[src/hdl/i2cmts_pkg.sv]
// shared types, status codes and sizes of the i2c master transfer sequencer
`default_nettype none

package i2cmts_pkg;

	localparam int BUFFER_DEPTH = 256;
	localparam int BUF_AW = (BUFFER_DEPTH > 1) ? $clog2(BUFFER_DEPTH) : 1;
	localparam int LEN_LIM = (BUFFER_DEPTH < 256) ? BUFFER_DEPTH : 256;

	localparam logic [1:0] KIND_LOAD  = 2'd0;
	localparam logic [1:0] KIND_START = 2'd1;
	localparam logic [1:0] KIND_EVENT = 2'd2;

	localparam logic [1:0] MODE_NOP   = 2'd0;
	localparam logic [1:0] MODE_READ  = 2'd1;
	localparam logic [1:0] MODE_WRITE = 2'd2;

	localparam logic [1:0] ACT_NONE  = 2'd0;
	localparam logic [1:0] ACT_FLAGS = 2'd1;
	localparam logic [1:0] ACT_ZERO  = 2'd2;

	localparam logic [1:0] RES_OK      = 2'd0;
	localparam logic [1:0] RES_NOREPLY = 2'd1;
	localparam logic [1:0] RES_BUSY    = 2'd2;

	localparam logic [7:0] ST_START     = 8'h08;
	localparam logic [7:0] ST_SLAR_ACK  = 8'h40;
	localparam logic [7:0] ST_SLAR_NACK = 8'h48;
	localparam logic [7:0] ST_RX_ACK    = 8'h50;
	localparam logic [7:0] ST_RX_NACK   = 8'h58;
	localparam logic [7:0] ST_SLAW_ACK  = 8'h18;
	localparam logic [7:0] ST_SLAW_NACK = 8'h20;
	localparam logic [7:0] ST_TX_ACK    = 8'h28;

	typedef struct packed {
		logic [1:0] kind;
		logic [1:0] op_mode;
		logic [7:0] slave_address;
		logic [8:0] length;
		logic [7:0] load_index;
		logic [7:0] data_byte;
		logic [7:0] status_code;
		logic       si_flag;
		logic       cur_aa;
		logic       cur_sta;
		logic       cur_sto;
	} in_t;

	typedef struct packed {
		logic [1:0] ctrl_action;
		logic       ctrl_sta;
		logic       ctrl_sto;
		logic       ctrl_aa;
		logic       ctrl_si;
		logic       data_write;
		logic [7:0] data_out;
		logic       rx_valid;
		logic [7:0] rx_index;
		logic [7:0] rx_data;
		logic       done_res;
		logic [1:0] result_code;
	} out_t;

	typedef struct packed {
		logic              wr_en;
		logic [BUF_AW-1:0] wr_addr;
		logic [7:0]        wr_data;
		logic              rd_en;
		logic [BUF_AW-1:0] rd_addr;
	} mem_req_t;

endpackage

`default_nettype wire

[src/hdl/i2cmts_txbuf.sv]
// transmit byte buffer, one write and one registered read port
`default_nettype none

module i2cmts_txbuf (
	input  wire logic                clk,
	input  wire i2cmts_pkg::mem_req_t req,
	output logic [7:0]               rdata
);

	logic [7:0] mem [i2cmts_pkg::BUFFER_DEPTH];
	logic [7:0] rdata_q;

	always_ff @(posedge clk) begin
		if (req.wr_en) begin
			mem[req.wr_addr] <= req.wr_data;
		end
		if (req.rd_en) begin
			rdata_q <= mem[req.rd_addr];
		end
	end

	assign rdata = rdata_q;

endmodule

`default_nettype wire

[src/hdl/i2cmts_ctrl.sv]
// transfer state registers and status code decode
`default_nettype none

module i2cmts_ctrl (
	input  wire logic                 clk,
	input  wire logic                 arst_n,
	input  wire logic                 accept,
	input  wire i2cmts_pkg::in_t      item,
	output i2cmts_pkg::out_t          rsp,
	output logic                      buf_sel,
	output i2cmts_pkg::mem_req_t      mreq
);

	logic [1:0] mode_q, mode_d;
	logic [7:0] addr_q, addr_d;
	logic [8:0] len_q, len_d;
	logic [8:0] cnt_q, cnt_d;
	logic       fin;
	logic [8:0] cnt_bump;
	logic       rx_ok;
	logic [8:0] cnt_rx;
	logic [8:0] cnt_tx;
	logic       nsto;
	i2cmts_pkg::mem_req_t req;

	assign cnt_bump = (cnt_q != 9'h1FF) ? 9'(cnt_q + 9'd1) : cnt_q;
	assign rx_ok    = cnt_q < len_q;
	assign cnt_rx   = rx_ok ? cnt_bump : cnt_q;
	assign cnt_tx   = (item.status_code == i2cmts_pkg::ST_TX_ACK) ? cnt_bump : cnt_q;

	always_comb begin
		rsp    = '0;
		req    = '0;
		buf_sel = 1'b0;
		fin    = 1'b0;
		nsto   = item.cur_sto;
		mode_d = mode_q;
		addr_d = addr_q;
		len_d  = len_q;
		cnt_d  = cnt_q;
		case (item.kind)
			i2cmts_pkg::KIND_LOAD: begin
				if (32'(item.load_index) < i2cmts_pkg::BUFFER_DEPTH) begin
					req.wr_en   = 1'b1;
					req.wr_addr = i2cmts_pkg::BUF_AW'(item.load_index);
					req.wr_data = item.data_byte;
				end
			end
			i2cmts_pkg::KIND_START: begin
				mode_d = item.op_mode;
				addr_d = item.slave_address;
				len_d  = (item.length > 9'(i2cmts_pkg::LEN_LIM)) ?
					9'(i2cmts_pkg::LEN_LIM) : item.length;
				cnt_d  = '0;
				rsp.ctrl_action = i2cmts_pkg::ACT_FLAGS;
				rsp.ctrl_sta    = 1'b1;
				rsp.ctrl_sto    = item.cur_sto;
				rsp.ctrl_aa     = 1'b1;
				rsp.ctrl_si     = item.si_flag;
			end
			i2cmts_pkg::KIND_EVENT: begin
				if (item.si_flag) begin
					case (mode_q)
						i2cmts_pkg::MODE_READ: begin
							rsp.ctrl_action = i2cmts_pkg::ACT_FLAGS;
							rsp.ctrl_sta    = item.cur_sta;
							rsp.ctrl_sto    = item.cur_sto;
							rsp.ctrl_aa     = item.cur_aa;
							case (item.status_code)
								i2cmts_pkg::ST_START: begin
									rsp.data_write = 1'b1;
									rsp.data_out   = addr_q;
									rsp.ctrl_sta   = 1'b0;
								end
								i2cmts_pkg::ST_SLAR_ACK: begin
									rsp.ctrl_aa = (10'(cnt_q) + 10'd1) < 10'(len_q);
								end
								i2cmts_pkg::ST_SLAR_NACK: begin
									rsp.ctrl_sto    = 1'b1;
									rsp.result_code = i2cmts_pkg::RES_NOREPLY;
									fin             = 1'b1;
								end
								i2cmts_pkg::ST_RX_ACK: begin
									rsp.rx_valid = rx_ok;
									rsp.rx_index = rx_ok ? cnt_q[7:0] : 8'd0;
									rsp.rx_data  = rx_ok ? item.data_byte : 8'd0;
									cnt_d        = cnt_rx;
									rsp.ctrl_aa  = (10'(cnt_rx) + 10'd1) < 10'(len_q);
								end
								i2cmts_pkg::ST_RX_NACK: begin
									rsp.rx_valid    = rx_ok;
									rsp.rx_index    = rx_ok ? cnt_q[7:0] : 8'd0;
									rsp.rx_data     = rx_ok ? item.data_byte : 8'd0;
									cnt_d           = cnt_rx;
									rsp.ctrl_sto    = 1'b1;
									rsp.ctrl_aa     = 1'b1;
									rsp.result_code = i2cmts_pkg::RES_OK;
									fin             = 1'b1;
								end
								default: begin
									rsp.ctrl_action = i2cmts_pkg::ACT_ZERO;
									rsp.ctrl_sta    = 1'b0;
									rsp.ctrl_sto    = 1'b0;
									rsp.ctrl_aa     = 1'b0;
									rsp.result_code = i2cmts_pkg::RES_BUSY;
									fin             = 1'b1;
								end
							endcase
						end
						i2cmts_pkg::MODE_WRITE: begin
							rsp.ctrl_action = i2cmts_pkg::ACT_FLAGS;
							rsp.ctrl_sta    = item.cur_sta;
							rsp.ctrl_sto    = item.cur_sto;
							rsp.ctrl_aa     = item.cur_aa;
							case (item.status_code)
								i2cmts_pkg::ST_START: begin
									rsp.data_write = 1'b1;
									rsp.data_out   = addr_q;
									rsp.ctrl_sta   = 1'b0;
								end
								i2cmts_pkg::ST_SLAW_ACK, i2cmts_pkg::ST_TX_ACK: begin
									cnt_d = cnt_tx;
									if (item.status_code == i2cmts_pkg::ST_SLAW_ACK) begin
										rsp.ctrl_sta = 1'b0;
									end
									if (cnt_tx < len_q) begin
										rsp.data_write = 1'b1;
										buf_sel        = 1'b1;
										req.rd_en      = 1'b1;
										req.rd_addr    = i2cmts_pkg::BUF_AW'(cnt_tx);
									end else begin
										nsto = 1'b1;
									end
									rsp.ctrl_sto = nsto;
									if (cnt_tx == len_q) begin
										rsp.result_code = i2cmts_pkg::RES_OK;
										fin             = 1'b1;
									end
								end
								i2cmts_pkg::ST_SLAW_NACK: begin
									rsp.ctrl_sto    = 1'b1;
									rsp.result_code = i2cmts_pkg::RES_NOREPLY;
									fin             = 1'b1;
								end
								default: begin
									rsp.ctrl_action = i2cmts_pkg::ACT_ZERO;
									rsp.ctrl_sta    = 1'b0;
									rsp.ctrl_sto    = 1'b0;
									rsp.ctrl_aa     = 1'b0;
									rsp.result_code = i2cmts_pkg::RES_BUSY;
									fin             = 1'b1;
								end
							endcase
						end
						default: begin
							rsp.ctrl_action = i2cmts_pkg::ACT_ZERO;
							rsp.result_code = i2cmts_pkg::RES_OK;
							fin             = 1'b1;
						end
					endcase
				end
			end
			default: begin
			end
		endcase
		if (fin) begin
			rsp.done_res = 1'b1;
			addr_d       = '0;
			len_d        = '0;
		end
	end

	always_comb begin
		mreq       = req;
		mreq.wr_en = req.wr_en & accept;
		mreq.rd_en = req.rd_en & accept;
	end

	always_ff @(posedge clk or negedge arst_n) begin
		if (!arst_n) begin
			mode_q <= i2cmts_pkg::MODE_NOP;
			addr_q <= '0;
			len_q  <= '0;
			cnt_q  <= '0;
		end else if (accept) begin
			mode_q <= mode_d;
			addr_q <= addr_d;
			len_q  <= len_d;
			cnt_q  <= cnt_d;
		end
	end

endmodule

`default_nettype wire

[src/hdl/i2c_master_transfer_sequencer_core.sv]
// top level of the i2c master transfer sequencer
//
// channel | signals                    | payload
// --------+----------------------------+------------------
// req     | req_valid / req_ready      | i2cmts_pkg::in_t
// rsp     | rsp_valid / rsp_ready      | i2cmts_pkg::out_t
//
// one item per cycle if not stalled; each gives one rsp item in the next cycle
// the transmit buffer read happens at the accepting edge, data shows in the rsp stage
// req_ready is low only while a rsp item waits and rsp_ready is low
// arst_n clears the transfer state and the rsp stage; buffer contents are not cleared
`default_nettype none

module i2c_master_transfer_sequencer_core (
	input  wire logic             clk,
	input  wire logic             arst_n,
	input  wire logic             req_valid,
	output logic                  req_ready,
	input  wire i2cmts_pkg::in_t  req,
	output logic                  rsp_valid,
	input  wire logic             rsp_ready,
	output i2cmts_pkg::out_t      rsp
);

	logic                 accept;
	i2cmts_pkg::out_t     rsp_c;
	logic                 buf_sel_c;
	i2cmts_pkg::mem_req_t mreq;
	logic [7:0]           rdata;
	logic                 valid_s1;
	i2cmts_pkg::out_t     rsp_s1;
	logic                 buf_sel_s1;

	assign req_ready = !valid_s1 || rsp_ready;
	assign accept    = req_valid && req_ready;

	i2cmts_ctrl u_ctrl (
		.clk     (clk),
		.arst_n  (arst_n),
		.accept  (accept),
		.item    (req),
		.rsp     (rsp_c),
		.buf_sel (buf_sel_c),
		.mreq    (mreq)
	);

	i2cmts_txbuf u_txbuf (
		.clk   (clk),
		.req   (mreq),
		.rdata (rdata)
	);

	always_ff @(posedge clk or negedge arst_n) begin
		if (!arst_n) begin
			valid_s1 <= 1'b0;
		end else if (req_ready) begin
			valid_s1 <= req_valid;
		end
	end

	always_ff @(posedge clk) begin
		if (accept) begin
			rsp_s1     <= rsp_c;
			buf_sel_s1 <= buf_sel_c;
		end
	end

	always_comb begin
		rsp = rsp_s1;
		if (buf_sel_s1) begin
			rsp.data_out = rdata;
		end
	end

	assign rsp_valid = valid_s1;

endmodule

`default_nettype wire

[config.mk]
export PLATFORM = sky130hd
export DESIGN_NAME = i2c_master_transfer_sequencer_core
export DESIGN_NICKNAME = d
export VERILOG_FILES = /design/src/hdl/i2cmts_pkg.sv /design/src/hdl/i2cmts_txbuf.sv /design/src/hdl/i2cmts_ctrl.sv /design/src/hdl/i2c_master_transfer_sequencer_core.sv
export SDC_FILE = /design/constraint.sdc
export NUM_CORES = 2
export LEC_CHECK = 0
export CELL_PAD_IN_SITES_DETAIL_PLACEMENT = 0
export CELL_PAD_IN_SITES_GLOBAL_PLACEMENT = 1
export CORE_ASPECT_RATIO = 1.4
export CORE_UTILIZATION = 50
export DETAILED_ROUTE_END_ITERATION = 7
export DONT_BUFFER_PORTS = 1
export GPL_ROUTABILITY_DRIVEN = 0
export PLACE_DENSITY = 0.74
export SYNTH_ARGS = -nofsm -noshare
export SYNTH_HDL_FRONTEND = slang
export SYNTH_SLANG_ARGS = --single-unit
[constraint.sdc]
create_clock -name clk -period 20.3 [get_ports clk]
set_input_delay 3.045 -clock clk [delete_from_list [all_inputs] [get_ports clk]]
set_output_delay 3.045 -clock clk [all_outputs]
set_load 0.01 [all_outputs]
==> reports/summary.txt <==
Yosys cell types = 95
# hold bufs at CTS = 0
VDD IR max = 0.0000946 V
Max cap viols = 0
Final antenna-violating net count = 0
Wire per inst = 33.7 um
Clock Skews = 0.0321 ns
Synthesized netlist cell count = 6299
First-pass DRT Iterations = 7
Worst Path Buf+Inv = 6
Share of cells above drive strength 1 = 8.17%
Cell Int Power = 0.00711 W
Setup-failing EPs final = 0
R2R depth = 25
Cell Area, Synth = 86800 sq um
Largest net degree at the start of global routing = 215
Post-CTS Setup Bufs = 0
First-pass GRT wire length = 406 mm
CP top delay family = buffers and inverters
Final max-slew violation count = 0
Cells after DPL = 8257
Top post-synthesis cells by area = edfxtp_1 72%, nand2_1 4.5%, mux2i_1 2.5%
Startpoint types = input pin
Worst hold margin = 0.486 ns
Comb power frac = 13.6%
Post-CTS Resized = 0
Boundary pin count = 90
Sequential share of power = 49.6%
Setup crit end = u_txbuf.rdata[0]
Final net count = 6271
Post-synth EDFFs = 2092
Signal arrival time at the worst endpoint = 10.98 ns
Synth top area share = 72.4%
Core Area = 172000 sq um
Outcome = finished clean
R2r startpoint = u_ctrl.cnt_q[0]
Mean Syn Cell Area = 13.8 sq um
Min-delay worst type = register to register
Sequential-to-total area share from yosys stat = 73.2%
Slew headroom = 6.74%
Clock tree from TritonCTS = yes
Routed vias/inst = 6.63
Start point of the critical path = req[6]
Syn_nets = 6394
Clock Path Buffers = 3
R2R setup slack = 10.18 ns
Die X = 354 um
Final Hold Fails = 0
# rows = 180
RSZ-0062 raised after global routing = no
Synth Warn # = 0
WS Path Type = input pin to register
Initial DRC count = 8561
Most Frequent Cell on Critical Path = buf_4
Max Freq = 96.8 MHz
Critical path's slowest cell = nor3_1
Root buffer cell = clkbuf_16
TNS Setup = 0 ns
DIE HEIGHT = 495 um
Clock Pin Slew Worst Setup and Hold Paths = 0.06 ns
Initial antenna violation count = 17
Area Growth Syn to Fin = 9.50%
FF-to-FF End = u_txbuf.rdata[0]
Critical Path Stages = 20
Lkg Pwr = 32.0 nW
Crit-path max cell delay = 0.95 ns
Clk Latency, worst-skew pair = 0.86 ns
GRT Util Overall = 32.6%
Leading area contributor after synthesis = edfxtp_1
Critical path cell sequence = nor3_1 -> nand4_1 -> xor2_4 -> buf_4 -> inv_1 -> ha_1 -> and4_1 -> and3b_1 -> a211o_1 -> buf_4 -> nor2_4 -> buf_4 -> buf_4 -> buf_4 -> mux2i_1 -> a221oi_1 -> o31ai_1 -> a211oi_1 -> o22ai_1 -> nor4_1
Dpl hpwl = 177 mm
DRC = 0
Worst-margin pin slew = 1.40 ns
CTS Buf Count = 191
Crit path max fanout = 54
WP data required = 20.96 ns
Clock power frac = 36.7%
Die area = 175000 sq um
Flops & latches, synth = 2121
Fin cells = 8612
Sw Share = 27.1%
Crit share post-route = 50.9%
Synth Flop Type = edfxtp_1
Pwr/cell area = 103 nW/um^2
Port Buffers = 0
GRT Residual Overflow = 0
HP Start = u_ctrl.len_q[7]
Number of global-route vias before repair = 54100
Via count = 57100
Fin crit period = 10.33 ns
# clock sinks = 2121
Initial core utilization = 50.4%
Drt total wl = 291 mm
CP Capture Type = register
H-Tree Depth = 4
Share of flip-flops with an asynchronous set or reset = 1.37%
NetSw = 0.00265 W
-- layout make-up --
class                           count  area (sq um)
Antenna cell                        8          20.0
Clock inverter                    115          1050
Clock buffer                      231          4990
Inverter                           41           173
Fill cell                       13800         77000
Sequential cell                  2121         63500
Timing Repair Buffer              146          1200
Tap cell                         2275          2850
Multi-Input combinational cell   3675         21200
-- cell usage after synthesis, drive strengths merged (29+ instances only) --
cell	n
nor3	156
and2	35
o31ai	36
o211ai	43
a21oi	209
mux2i	220
inv	40
nand2	1049
o22ai	89
a211oi	39
mux2	34
or3	36
o21ai	170
nor2	428
a31oi	156
a221oi	166
dfrtp	29
ha	42
nand3	337
nand4	40
clkbuf	185
and3	43
buf	277
o221ai	59
edfxtp	2092
-- layout by cell type, fill, tap and decap left out, types with 145 or more instances in the layout --
master / synthesis / final
nor2_1: 426 / 423
nand2_1: 1046 / 1044
nand3_1: 337 / 333
a221oi_1: 166 / 166
nor3_1: 149 / 145
o21ai_0: 163 / 162
a31oi_1: 156 / 156
clkbuf_16: 0 / 192
a21oi_1: 207 / 206
mux2i_1: 220 / 220
edfxtp_1: 2092 / 2092
-- power groups by stage --
stage	registers [W]	logic (W)	clock network, W
floorplan	0.00492	0.000876	0
global placement	0.00494	0.00129	0
detailed placement	0.00494	0.00131	0
CTS	0.00484	0.00131	0.00359
global route	0.00484	0.00140	0.00374
finish	0.00484	0.00133	0.00358
-- worst min-delay path, cell delays in order, from the launching register on --
cell and delay [ns]:
dfrtp_1 0.35, nand2_1 0.05, o31ai_1 0.05
-- state kept, by name, summed over array words and instances, names as in the netlist --
name           cells
u_ctrl.addr_q      8
buf_sel_s1         1
u_txbuf.rdata      8
u_txbuf.mem     2048
u_ctrl.mode_q      2
u_ctrl.cnt_q       9
rsp_valid          1
rsp_s1             8
u_ctrl.len_q       9
rsp               27
-- per-stage QoR --
stage	setup slack [ns]	util, %	instance area (sq um)	total power [W]
finish	9.97	55.2	95100	0.00975
global route	9.79	55.2	95000	0.00999
CTS	10.21	55.2	95000	0.00974
detailed placement	9.37	51.7	89000	0.00624
global placement	9.35	51.7	89000	0.00622
floorplan	12.26	-	86800	0.00580
-- cells by family after synthesis --
logic type	synth area share, %
compound gates	9.26
xor+xnor	0.241
fa+ha+maj	0.605
buf+inv	2.63
flops	73.2
mux	2.98
simple gates	11.1
-- worst min-delay path by stage --
stage	to	depth (start not counted)
2_1_floorplan	u_ctrl.len_q[1]	2
4_1_cts	u_ctrl.len_q[7]	2
3_3_place_gp	u_ctrl.len_q[7]	2
5_1_grt	u_ctrl.len_q[3]	2
3_5_place_dp	u_ctrl.len_q[7]	2
6_report	u_ctrl.len_q[7]	2
-- metal layers --
metal	vias to the layer above	share of wire (%)	GRT usage, %
met1	28800	36	41.2
met5	-	0.080	0
li1	23900	-	-
met4	14	6.4	18.5
met2	3645	47	51.9
met3	764	11	7.37
Power figures use the tool's default switching activity.
